`config.mk`:
```
export PLATFORM = sky130hd
export DESIGN_NAME = box_header_walker_core
export DESIGN_NICKNAME = d
export VERILOG_FILES = /design/src/sv/bhw_pkg.sv /design/src/sv/box_header_walker_core.sv
export VERILOG_INCLUDE_DIRS = /design/src /design/src/sv
export SDC_FILE = /design/constraint.sdc
export NUM_CORES = 1
export LEC_CHECK = 0
export BUFFER_PORTS_ARGS = -buffer_cell sky130_fd_sc_hd__buf_2
export CAP_MARGIN = 20
export CORE_MARGIN = 4
export CORE_UTILIZATION = 56
export CTS_CLUSTER_DIAMETER = 50
export DETAILED_ROUTE_END_ITERATION = 10
export PLACE_DENSITY = 0.77
export SLEW_MARGIN = 20
export SYNTH_ARGS = -nofsm -noshare
export SYNTH_HDL_FRONTEND = slang
export SYNTH_SLANG_ARGS = --single-unit
```
`constraint.sdc`:
```
create_clock -name clk -period 9.9 [get_ports clk]
set_clock_uncertainty 0.15 [all_clocks]
set_input_delay 0.495 -clock clk [delete_from_list [all_inputs] [get_ports clk]]
set_output_delay 0.495 -clock clk [all_outputs]
set_load 0.05 [all_outputs]
```
`src/sv/box_header_walker_core_defines.svh`:
```
// assertion macros shared by the walker rtl
`ifndef BOX_HEADER_WALKER_CORE_DEFINES_SVH
`define BOX_HEADER_WALKER_CORE_DEFINES_SVH

`ifndef SYNTHESIS
`define BHW_ASSERT_SAME(label, clk, rst_n, ante, cons) \
  label: assert property (@(posedge clk) disable iff (!rst_n) (ante) |-> (cons)) \
    else $error("box header walker check failed");
`define BHW_ASSERT_NEXT(label, clk, rst_n, ante, cons) \
  label: assert property (@(posedge clk) disable iff (!rst_n) (ante) |=> (cons)) \
    else $error("box header walker check failed");
`else
`define BHW_ASSERT_SAME(label, clk, rst_n, ante, cons)
`define BHW_ASSERT_NEXT(label, clk, rst_n, ante, cons)
`endif

`endif

```
`src/sv/bhw_pkg.sv`:
```
package bhw_pkg;

  localparam int unsigned FieldW = 48;
  localparam int unsigned WordW  = 32;
  localparam int unsigned LargeW = 64;

  typedef logic [FieldW-1:0] field_t;
  typedef logic [WordW-1:0]  word_t;
  typedef logic [LargeW-1:0] large_t;
  typedef logic [4:0]        hdr_cnt_t;
  typedef logic [0:0]        reg_index_t;

  // register indexes
  localparam reg_index_t REG_FILE_LENGTH = 1'b0;
  localparam reg_index_t REG_BASE_OFFSET = 1'b1;

  // header byte counts
  localparam hdr_cnt_t CNT_SIZE_DONE  = 5'd4;
  localparam hdr_cnt_t CNT_KIND_LAST  = 5'd7;
  localparam hdr_cnt_t CNT_KIND_DONE  = 5'd8;
  localparam hdr_cnt_t CNT_LARGE_LAST = 5'd15;

  // size field codes and header lengths
  localparam word_t  SIZE_TO_END   = 32'd0;
  localparam word_t  SIZE_LARGE    = 32'd1;
  localparam word_t  SIZE_MIN_OK   = 32'd8;
  localparam large_t HDR_LEN_SHORT = 64'd8;
  localparam large_t HDR_LEN_LARGE = 64'd16;

endpackage

```
`src/sv/box_header_walker_core.sv`:
```
// channel  | ports                                              | accepted when
// ---------+----------------------------------------------------+--------------------
// input    | in_valid, in_stall, in_data_byte                   | in_valid & !in_stall
// result   | out_valid, out_stall, out_box_kind, out_payload_*  | out_valid & !out_stall
// config   | cfg_we, cfg_index, cfg_wdata                       | cfg_we
//
// one byte a cycle unless stalled; a result is registered in the cycle after its last header byte
// the limit is the position add and saturating next-box compare in the single state update
// in_stall is high only while a result sits in the output register and out_stall is high
// synchronous reset clears state, config, counters, out_valid and the halt flag, not output data; no clearing pass
// after a malformed request the walker drops every byte until reset
`include "box_header_walker_core_defines.svh"

module box_header_walker_core #(
  parameter int unsigned POSITION_BITS = 48
) (
  input  logic                  clk,
  input  logic                  rst_n,
  input  logic                  cfg_we,
  input  bhw_pkg::reg_index_t   cfg_index,
  input  bhw_pkg::field_t       cfg_wdata,
  input  logic                  in_valid,
  output logic                  in_stall,
  input  logic [7:0]            in_data_byte,
  output logic                  out_valid,
  input  logic                  out_stall,
  output bhw_pkg::word_t        out_box_kind,
  output bhw_pkg::field_t       out_payload_offset,
  output bhw_pkg::field_t       out_payload_size,
  output logic                  out_malformed
);
  import bhw_pkg::*;

  localparam int unsigned PB = POSITION_BITS;
  localparam large_t POS_MASK = {LargeW{1'b1}} >> (LargeW - PB);

  field_t   flen_r, base_r;
  logic [PB-1:0] pos_r, pos_nxt, next_r, next_nxt;
  hdr_cnt_t cnt_r, cnt_nxt;
  word_t    size_r, size_nxt, kind_r, kind_nxt;
  large_t   large_r, large_nxt;
  logic     halted_r, halted_nxt;

  logic     out_valid_r;
  word_t    out_kind_r;
  field_t   out_off_r, out_size_r;
  logic     out_bad_r;

  logic     accept, live;
  large_t   pos64, flen_m, hdr_end, payload;
  logic [LargeW:0] sum;
  logic     res_vld, res_bad, set_next;

  assign in_stall = out_valid_r & out_stall;
  assign accept   = in_valid & ~in_stall;
  assign pos64    = LargeW'(pos_r);
  assign flen_m   = LargeW'(flen_r) & POS_MASK;
  assign live     = accept & ~halted_r & (pos64 < flen_m);
  assign hdr_end  = pos64 + 64'd1;

  always_comb begin
    pos_nxt    = pos_r;
    next_nxt   = next_r;
    cnt_nxt    = cnt_r;
    size_nxt   = size_r;
    kind_nxt   = kind_r;
    large_nxt  = large_r;
    halted_nxt = halted_r;
    payload    = '0;
    sum        = '0;
    res_vld    = 1'b0;
    res_bad    = 1'b0;
    set_next   = 1'b0;
    if (live) begin
      pos_nxt = hdr_end[PB-1:0];
      if (pos64 >= LargeW'(next_r)) begin
        if (cnt_r < CNT_SIZE_DONE) begin
          size_nxt = {size_r[WordW-9:0], in_data_byte};
          cnt_nxt  = cnt_r + 5'd1;
        end else if (cnt_r < CNT_KIND_DONE) begin
          kind_nxt = {kind_r[WordW-9:0], in_data_byte};
          cnt_nxt  = cnt_r + 5'd1;
          if (cnt_r == CNT_KIND_LAST) begin
            if (size_r == SIZE_LARGE) begin
              large_nxt = '0;
            end else begin
              cnt_nxt = '0;
              res_vld = 1'b1;
              if (size_r < SIZE_MIN_OK && size_r != SIZE_TO_END) begin
                res_bad    = 1'b1;
                halted_nxt = 1'b1;
              end else begin
                set_next = 1'b1;
                if (size_r == SIZE_TO_END) payload = flen_m - hdr_end;
                else payload = LargeW'(size_r) - HDR_LEN_SHORT;
              end
            end
          end
        end else begin
          large_nxt = {large_r[LargeW-9:0], in_data_byte};
          cnt_nxt   = cnt_r + 5'd1;
          if (cnt_r == CNT_LARGE_LAST) begin
            cnt_nxt = '0;
            res_vld = 1'b1;
            if (large_nxt < HDR_LEN_LARGE || (large_nxt & ~POS_MASK) != '0) begin
              res_bad    = 1'b1;
              halted_nxt = 1'b1;
            end else begin
              set_next = 1'b1;
              payload  = large_nxt - HDR_LEN_LARGE;
            end
          end
        end
      end
    end
    if (set_next) begin
      sum = {1'b0, hdr_end} + {1'b0, payload};
      // next header position saturates at the top of the position range
      if (sum > {1'b0, POS_MASK}) next_nxt = POS_MASK[PB-1:0];
      else next_nxt = sum[PB-1:0];
    end
  end

  always_ff @(posedge clk) begin
    if (!rst_n) begin
      flen_r      <= '0;
      base_r      <= '0;
      pos_r       <= '0;
      next_r      <= '0;
      cnt_r       <= '0;
      size_r      <= '0;
      kind_r      <= '0;
      large_r     <= '0;
      halted_r    <= 1'b0;
      out_valid_r <= 1'b0;
    end else begin
      if (cfg_we) begin
        case (cfg_index)
          REG_FILE_LENGTH: flen_r <= cfg_wdata;
          REG_BASE_OFFSET: base_r <= cfg_wdata;
          default: ;
        endcase
      end
      pos_r       <= pos_nxt;
      next_r      <= next_nxt;
      cnt_r       <= cnt_nxt;
      size_r      <= size_nxt;
      kind_r      <= kind_nxt;
      large_r     <= large_nxt;
      halted_r    <= halted_nxt;
      out_valid_r <= res_vld | in_stall;
    end
  end

  always_ff @(posedge clk) begin
    if (res_vld) begin
      out_kind_r <= kind_nxt;
      out_off_r  <= base_r + hdr_end[FieldW-1:0];
      out_size_r <= res_bad ? '0 : payload[FieldW-1:0];
      out_bad_r  <= res_bad;
    end
  end

  assign out_valid          = out_valid_r;
  assign out_box_kind       = out_kind_r;
  assign out_payload_offset = out_off_r;
  assign out_payload_size   = out_size_r;
  assign out_malformed      = out_bad_r;

  `BHW_ASSERT_NEXT(a_halt_sticks, clk, rst_n, halted_r, halted_r)
  `BHW_ASSERT_NEXT(a_bad_halts, clk, rst_n, res_vld && res_bad, halted_r && out_malformed)
  `BHW_ASSERT_SAME(a_halt_cnt_clear, clk, rst_n, halted_r, cnt_r == '0)
  `BHW_ASSERT_SAME(a_cnt_range, clk, rst_n, 1'b1, cnt_r <= CNT_LARGE_LAST)
  `BHW_ASSERT_SAME(a_bad_size_zero, clk, rst_n, out_valid_r && out_bad_r, out_size_r == '0)

endmodule
```
==> results of run 1 <==
[state kept, by name, indices dropped and copies added, names as in the netlist]
register / count
out_valid: 1
cnt_r: 5
out_payload_size: 48
next_r: 48
size_r: 32
out_malformed: 1
kind_r: 32
halted_r: 1
out_payload_offset: 48
base_r: 48
flen_r: 48
large_r: 56
out_box_kind: 32
pos_r: 48
[critical path, delay by kind of cell, from the launching register on]
| kind | cells | cell delay, ns |
|---|---|---|
| AO/OA/AOI/OAI | 26 | 5.01 |
| adder cells (fa/ha/maj) | 3 | 0.91 |
| buffers and inverters | 4 | 0.70 |
| flip-flops | 1 | 0.37 |
| AND/OR/NAND/NOR | 7 | 1.75 |
[final cells by class]
cell class,count,share of cell area
sequential,448,0.3056
clock buffer,68,0.04419
multi-input combinational,2689,0.5392
tap,688,0.02564
clock inverter,34,0.01114
timing repair buffer,265,0.04908
inverter,225,0.02515
[report_power, final]
part           total, mW  leakage, nW  switching, mW  internal [mW]
registers           1.98         3.60         0.0589           1.92
logic               1.01         8.79          0.649          0.362
clock network       2.03        0.907          0.862           1.17
[metal layers]
layer / track usage / vias up / wire length [µm]
met5: 0 / - / 0
met4: 0.07599 / 0 / 2287
met2: 0.4457 / 957 / 37070
met3: 0.03565 / 138 / 6067
li1: - / 12650 / -
met1: 0.4347 / 12380 / 39640
[worst min path at each step]
stage,cells after the start,to,from
floorplan,1,halted_r,halted_r
global placement,2,base_r[46],base_r[46]
detailed placement,2,base_r[44],base_r[44]
CTS,3,size_r[4],in_data_byte[4]
global route,3,size_r[4],in_data_byte[4]
finish,3,size_r[4],in_data_byte[4]
[cell usage in the layout (no fill, tap or decap), drive strengths merged, types with 14 or more instances in the layout]
cell type,n
clkbuf,68
ha,198
mux2,34
xor2,101
dlygate4sd3,48
dfxtp,319
clkinv,24
and3,25
o31ai,15
o21a,30
xnor2,208
nor3,60
or3,31
a22oi,59
maj3,50
nand2,446
nand4,46
nand2b,54
a21oi,245
a31oi,14
a211oi,31
nand3,66
nor2b,110
o22ai,16
a21boi,139
edfxtp,129
o21bai,14
and2,91
nor2,204
o21ai,174
a21o,52
inv,229
nor4,29
buf,217
[cells by family after synthesis]
kind of cell / share of synthesized area
AOI/OAI and AO/OA: 0.1927
xor gates and xnor gates: 0.1002
adders and majority gates: 0.1024
buffers and inverters: 0.05077
DFF: 0.3444
muxes: 0.01319
and+or+nand+nor: 0.1963
[what timing repair did]
item,CTS,global route
hold endpoints to repair,90,0
setup endpoints to repair,0,36
gates resized for setup,0,1
hold buffers,48,0
==> metrics, run 1 <==
status finished, final reports clean; Finished Cell Area ~0.034 mm²; via/cell ratio 5.914; grt total ovfl 0; type of the worst setup path reg2reg; core region area 0.05266 mm²; VDD IR max 131.8 µV; top cells by count, synth 446 x nand2_1, 319 x dfxtp_1, 244 x a21oi_1; multi-input logic area 0.01811 mm²; DIE AREA 0.05695 mm²; CP max FO 39; leakage 13.30 nW; CP max-delay cell or4b_2; unrepaired setup endpoints after global routing no; Achievable Freq about 110 MHz; number of distinct library cells after synthesis 98; Die X roughly 240 µm; post-synth top area share 0.2144; FP Rows between 80 and 90; Power, Total 5.021 mW; CP Launch Point pos_r[0]; initial antenna violation count 0; Setup crit start kind register; layout cells sized above 1 0.1129; Cell Area, Synth about 0.030 mm²; min Tclk post-route 9.036 ns; hpwl dp about 63 mm; Placed Instance Area roughly 0.031 mm²; HP Class in2reg; Most used DFF post-synth dfxtp_1; maxcap violations 0; Critical path destination next_r[24]; endpoints failing setup 0; PortBufs about 190; final hold viol count 0; setup ws final approximately 0.86 ns; asr flop ratio synth 0; Cell Count, Final, Fillers Out roughly 4400; NumNets Final 3946; Routability Congestion around 1; Fin Hold WS 0.02487 ns; initial DRC count around 2600; total iterations of the first detailed-routing run 6; RR Startpoint pos_r[0]; Post-synth EDFFs between 100 and 150; Vias approximately 26000; Critical Path Most Common Cell o21ai_0; # Post-CTS Setup Buffers 0; FF-to-FF path depth 40; first-pass GRT wire length roughly 130 mm; deepest clock path buffer count 3; CTS tree built; Initial Util 0.5658; #FFs+latches synth 448; Worst Tran Pin Value around 1.1 ns; register area share after synthesis 0.3444; FF-to-FF End next_r[24]; CTS Sinks 448; ranking of synthesized cells by area dfxtp_1 21%, edfxtp_1 13%, ha_1 8.3%; slowest stage delay, CP approximately 0.66 ns; total track usage 0.2903; setup tns final 0 ns; Die Span Y between 200 and 250 µm; fillers 4478; area growth from synthesis to layout 12.70%; Data arrival, critical path around 9.4 ns; Max-slew headroom 0.2670; crit end category register; final period utilization 0.9128; per-cell routed wire length 19.26 µm; n_diodes 0; area leader, netlist dfxtp_1; Skew-Pair Late Insertion Delay between 0.6 and 0.7 ns; Synthesized Nets between 3000 and 4000; Crit path required time approximately 10 ns; placed cells roughly 4300; largest net degree at the start of global routing about 110; clock-pin slew on the worst setup and hold paths roughly 0.06 ns; PwrDens between 100 and 150 mW/mm²; DRC Markers 0; reg2reg setup slack roughly 0.86 ns; ANT nets after route 0; most frequent cell after synthesis nand2_1; CTS buffer count 54; Mean Syn Cell Area approximately 8.4 µm²; CTS root buf clkbuf_16; Storage cell area roughly 0.010 mm²; Total Wirelength approximately 85 mm; H-tree Lvls 2; Syn. warnings 0; DP Worst Slack 1.010 ns; vias in the first global route 24310; Util after Layout 0.6377; Post-Synthesis Cells 3532; I/O pin total around 190; max-slew violations 0
No activity file was read; power rests on OpenSTA's default activity.
==> run 2: changes to the inputs <==
Settings changed: CORE_MARGIN 4 to 2, CTS_BUF_LIST from default to sky130_fd_sc_hd__clkbuf_16.
==> run 2 against run 1 <==
  * Worst hold slack better by 0.0047 ns
  * Via count is 1.1% lower
  * Combinational power hardly changed
  * Critical endpoint is now next_r[7]
  * Critical path depth is 2 lower
  * Power increased by 0.70%
  * Highest routed layer is now met5
  * Clock power is essentially flat
==> metrics, run 2 (synthesis gave the netlist of run 1 again) <==
status finished, final reports clean; Vias 25840 (-1.1%); area growth from synthesis to layout 12.85%; DIE AREA 0.05506 mm² (-3.3%); Routability Congestion 0.9368 (-5.8%); grt total ovfl 0 (unchanged); Setup crit start kind register; multi-input logic area 0.01811 mm² (about the same); # Post-CTS Setup Buffers 0 (unchanged); slowest stage delay, CP 0.41 ns (-0.25 ns); Util after Layout 0.6398 (+0.002085); final hold viol count 0 (unchanged); initial DRC count 2381 (-9.9%); DRC Markers 0 (unchanged); Max-slew headroom 0.2744 (+0.007438); max reg flops 56 (unchanged); CTS buffer count 55 (+1.9%); vias in the first global route 24050 (-1.1%); Biggest register large_r; Sw Ratio 0.3158 (+0.003083); H-tree Lvls 2 (unchanged); hpwl dp 61.94 mm (-2.2%); Storage cell area 0.01026 mm² (unchanged); ANT nets after route 0 (unchanged); Die Span Y 234.7 µm (-1.7%); first-pass GRT wire length 131.5 mm (-2.1%); Initial Util 0.5669 (+0.001132); Combinational Power Share 0.201 (about the same); Data arrival, critical path 9.40 ns (+0.02 ns); maxcap violations 0 (unchanged); leakage 13.32 nW (+0.18%); VDD IR max 122.4 µV (-7.1%); HP Start in_data_byte[7]; largest net degree at the start of global routing 118 (+6.3%); max-slew violations 0 (unchanged); type of the worst setup path reg2reg; Die X 234.7 µm (-1.7%); core region area 0.05255 mm² (-0.20%); switching pwr 1.597 mW (+1.7%); setup tns final 0 ns (unchanged); total iterations of the first detailed-routing run 6 (unchanged); clock-pin slew on the worst setup and hold paths 0.06 ns (about the same); FP Rows 84 (unchanged); crit end category register; PwrDens 150.4 mW/mm² (+0.57%); fillers 4485 (+0.16%); CP max FO 45 (+15%); Power, Total 5.057 mW (+0.70%); CTS Sinks 448 (unchanged); PortBufs 192 (unchanged); commonest non-fill, non-tap cell in the layout nand2_1; CTS tree built; total track usage 0.2944 (+0.004095); layout cells sized above 1 0.1112 (-0.001698); unrepaired setup endpoints after global routing no; deepest clock path buffer count 3 (unchanged); final period utilization 0.9154 (+0.002607); CTS root buf clkbuf_16; I/O pin total 193 (unchanged); delay-heaviest family, CP compound AO/OA/AOI/OAI gates; initial antenna violation count 3 (+3); NumNets Final 3948 (+0.051%); endpoints failing setup 0 (unchanged); Skew-Pair Late Insertion Delay 0.65 ns (+0.02 ns); clock share of power 0.407 (+0.003); most frequent cells in the layout 445 x nand2_1, 319 x dfxtp_1, 243 x a21oi_1; per-cell routed wire length 18.99 µm (-1.4%); Pint 3.460 mW (+0.25%); CP Buf/Inv Count 1 (-3); Worst Tran Pin Value 1.088 ns (-0.01116 ns); Crit path required time 10.24 ns (about the same); CP max-delay cell dfxtp_1; Seq pwr share 0.392 (-0.003); Achievable Freq 110.3 MHz (-0.28%); Total Wirelength 83.95 mm (-1.3%); HP Class in2reg; RR Startpoint pos_r[1]; via/cell ratio 5.846 (-1.2%); min Tclk post-route 9.062 ns (+0.02581 ns); CP Launch Point pos_r[1]
run 2: changes by cell type in the layout (fill, tap and decap cells not counted), moves of 3 or more:
cell           previous run  this run
clkbuf_8                  8         0
clkbuf_1                  6         0
clkinv_1                  4        10
dlygate4sd3_1            48        53
inv_1                   218       223
buf_4                    24        20
clkbuf_16                54        57
clkinv_4                  8         5
clkinv_8                  3         0
inv_6                     4         7
run 2: timing repair:
item | 4_1_cts | 5_1_grt
hold endpoints to repair | 99 | 0
endpoints found under the setup margin | 0 | 9
hold buffers | 53 | 0
resized for setup | 0 | 1
run 2: power groups by stage:
stage / sequential, mW / combinational [mW] / clock (mW)
after detailed placement: 2.02 / 0.968 / 0
after CTS: 1.98 / 0.992 / 2.08
after floorplan: 2.00 / 0.705 / 0
after global routing: 1.99 / 1.11 / 2.15
after global placement: 2.02 / 0.968 / 0
final: 1.98 / 1.02 / 2.06
run 2: worst paths after layout:
| path | endpoint | slack [ns] | cells past startpoint |
|---|---|---|---|
| max | next_r[7] | 0.84 | 38 |
| min | size_r[7] | 0.03 | 3 |
| min reg2reg | base_r[39] | 0.32 | 2 |
| max reg2reg | next_r[7] | 0.84 | 38 |
run 2: metal layers:
metal | global-route usage | up-vias | wire [µm]
li1 | - | 12670 | -
met2 | 0.4412 | 893 | 35740
met5 | 0 | - | 13
met4 | 0.09168 | 2 | 2575
met3 | 0.05416 | 146 | 6340
met1 | 0.4288 | 12140 | 39290
run 2: worst min-delay path: stages:
cell,delay (ns)
buf_2,0.15
nand2_1,0.06
a21boi_0,0.07
run 2: cell type report:
type | count | area share
flip-flops and latches | 448 | 0.3052
repair buffers | 266 | 0.04961
clock buffers | 57 | 0.04243
clock inverters | 47 | 0.01329
inverters | 225 | 0.02512
well taps | 688 | 0.02560
multi-input cells | 2689 | 0.5387
diodes | 1 | 0.00007443
run 2: through the flow:
stage          std cells  hold WS (ns)  setup WS [ns]  instance area (µm²)
5_1_grt             4421       0.03686         0.1749                33620
2_1_floorplan       3532        0.2917         0.6688                29790
3_5_place_dp        4263        0.3163          1.034                31190
6_report            4421       0.02962         0.8377                33620
3_3_place_gp        4263        0.3086          1.266                31190
4_1_cts             4420      0.006573         0.9571                33600
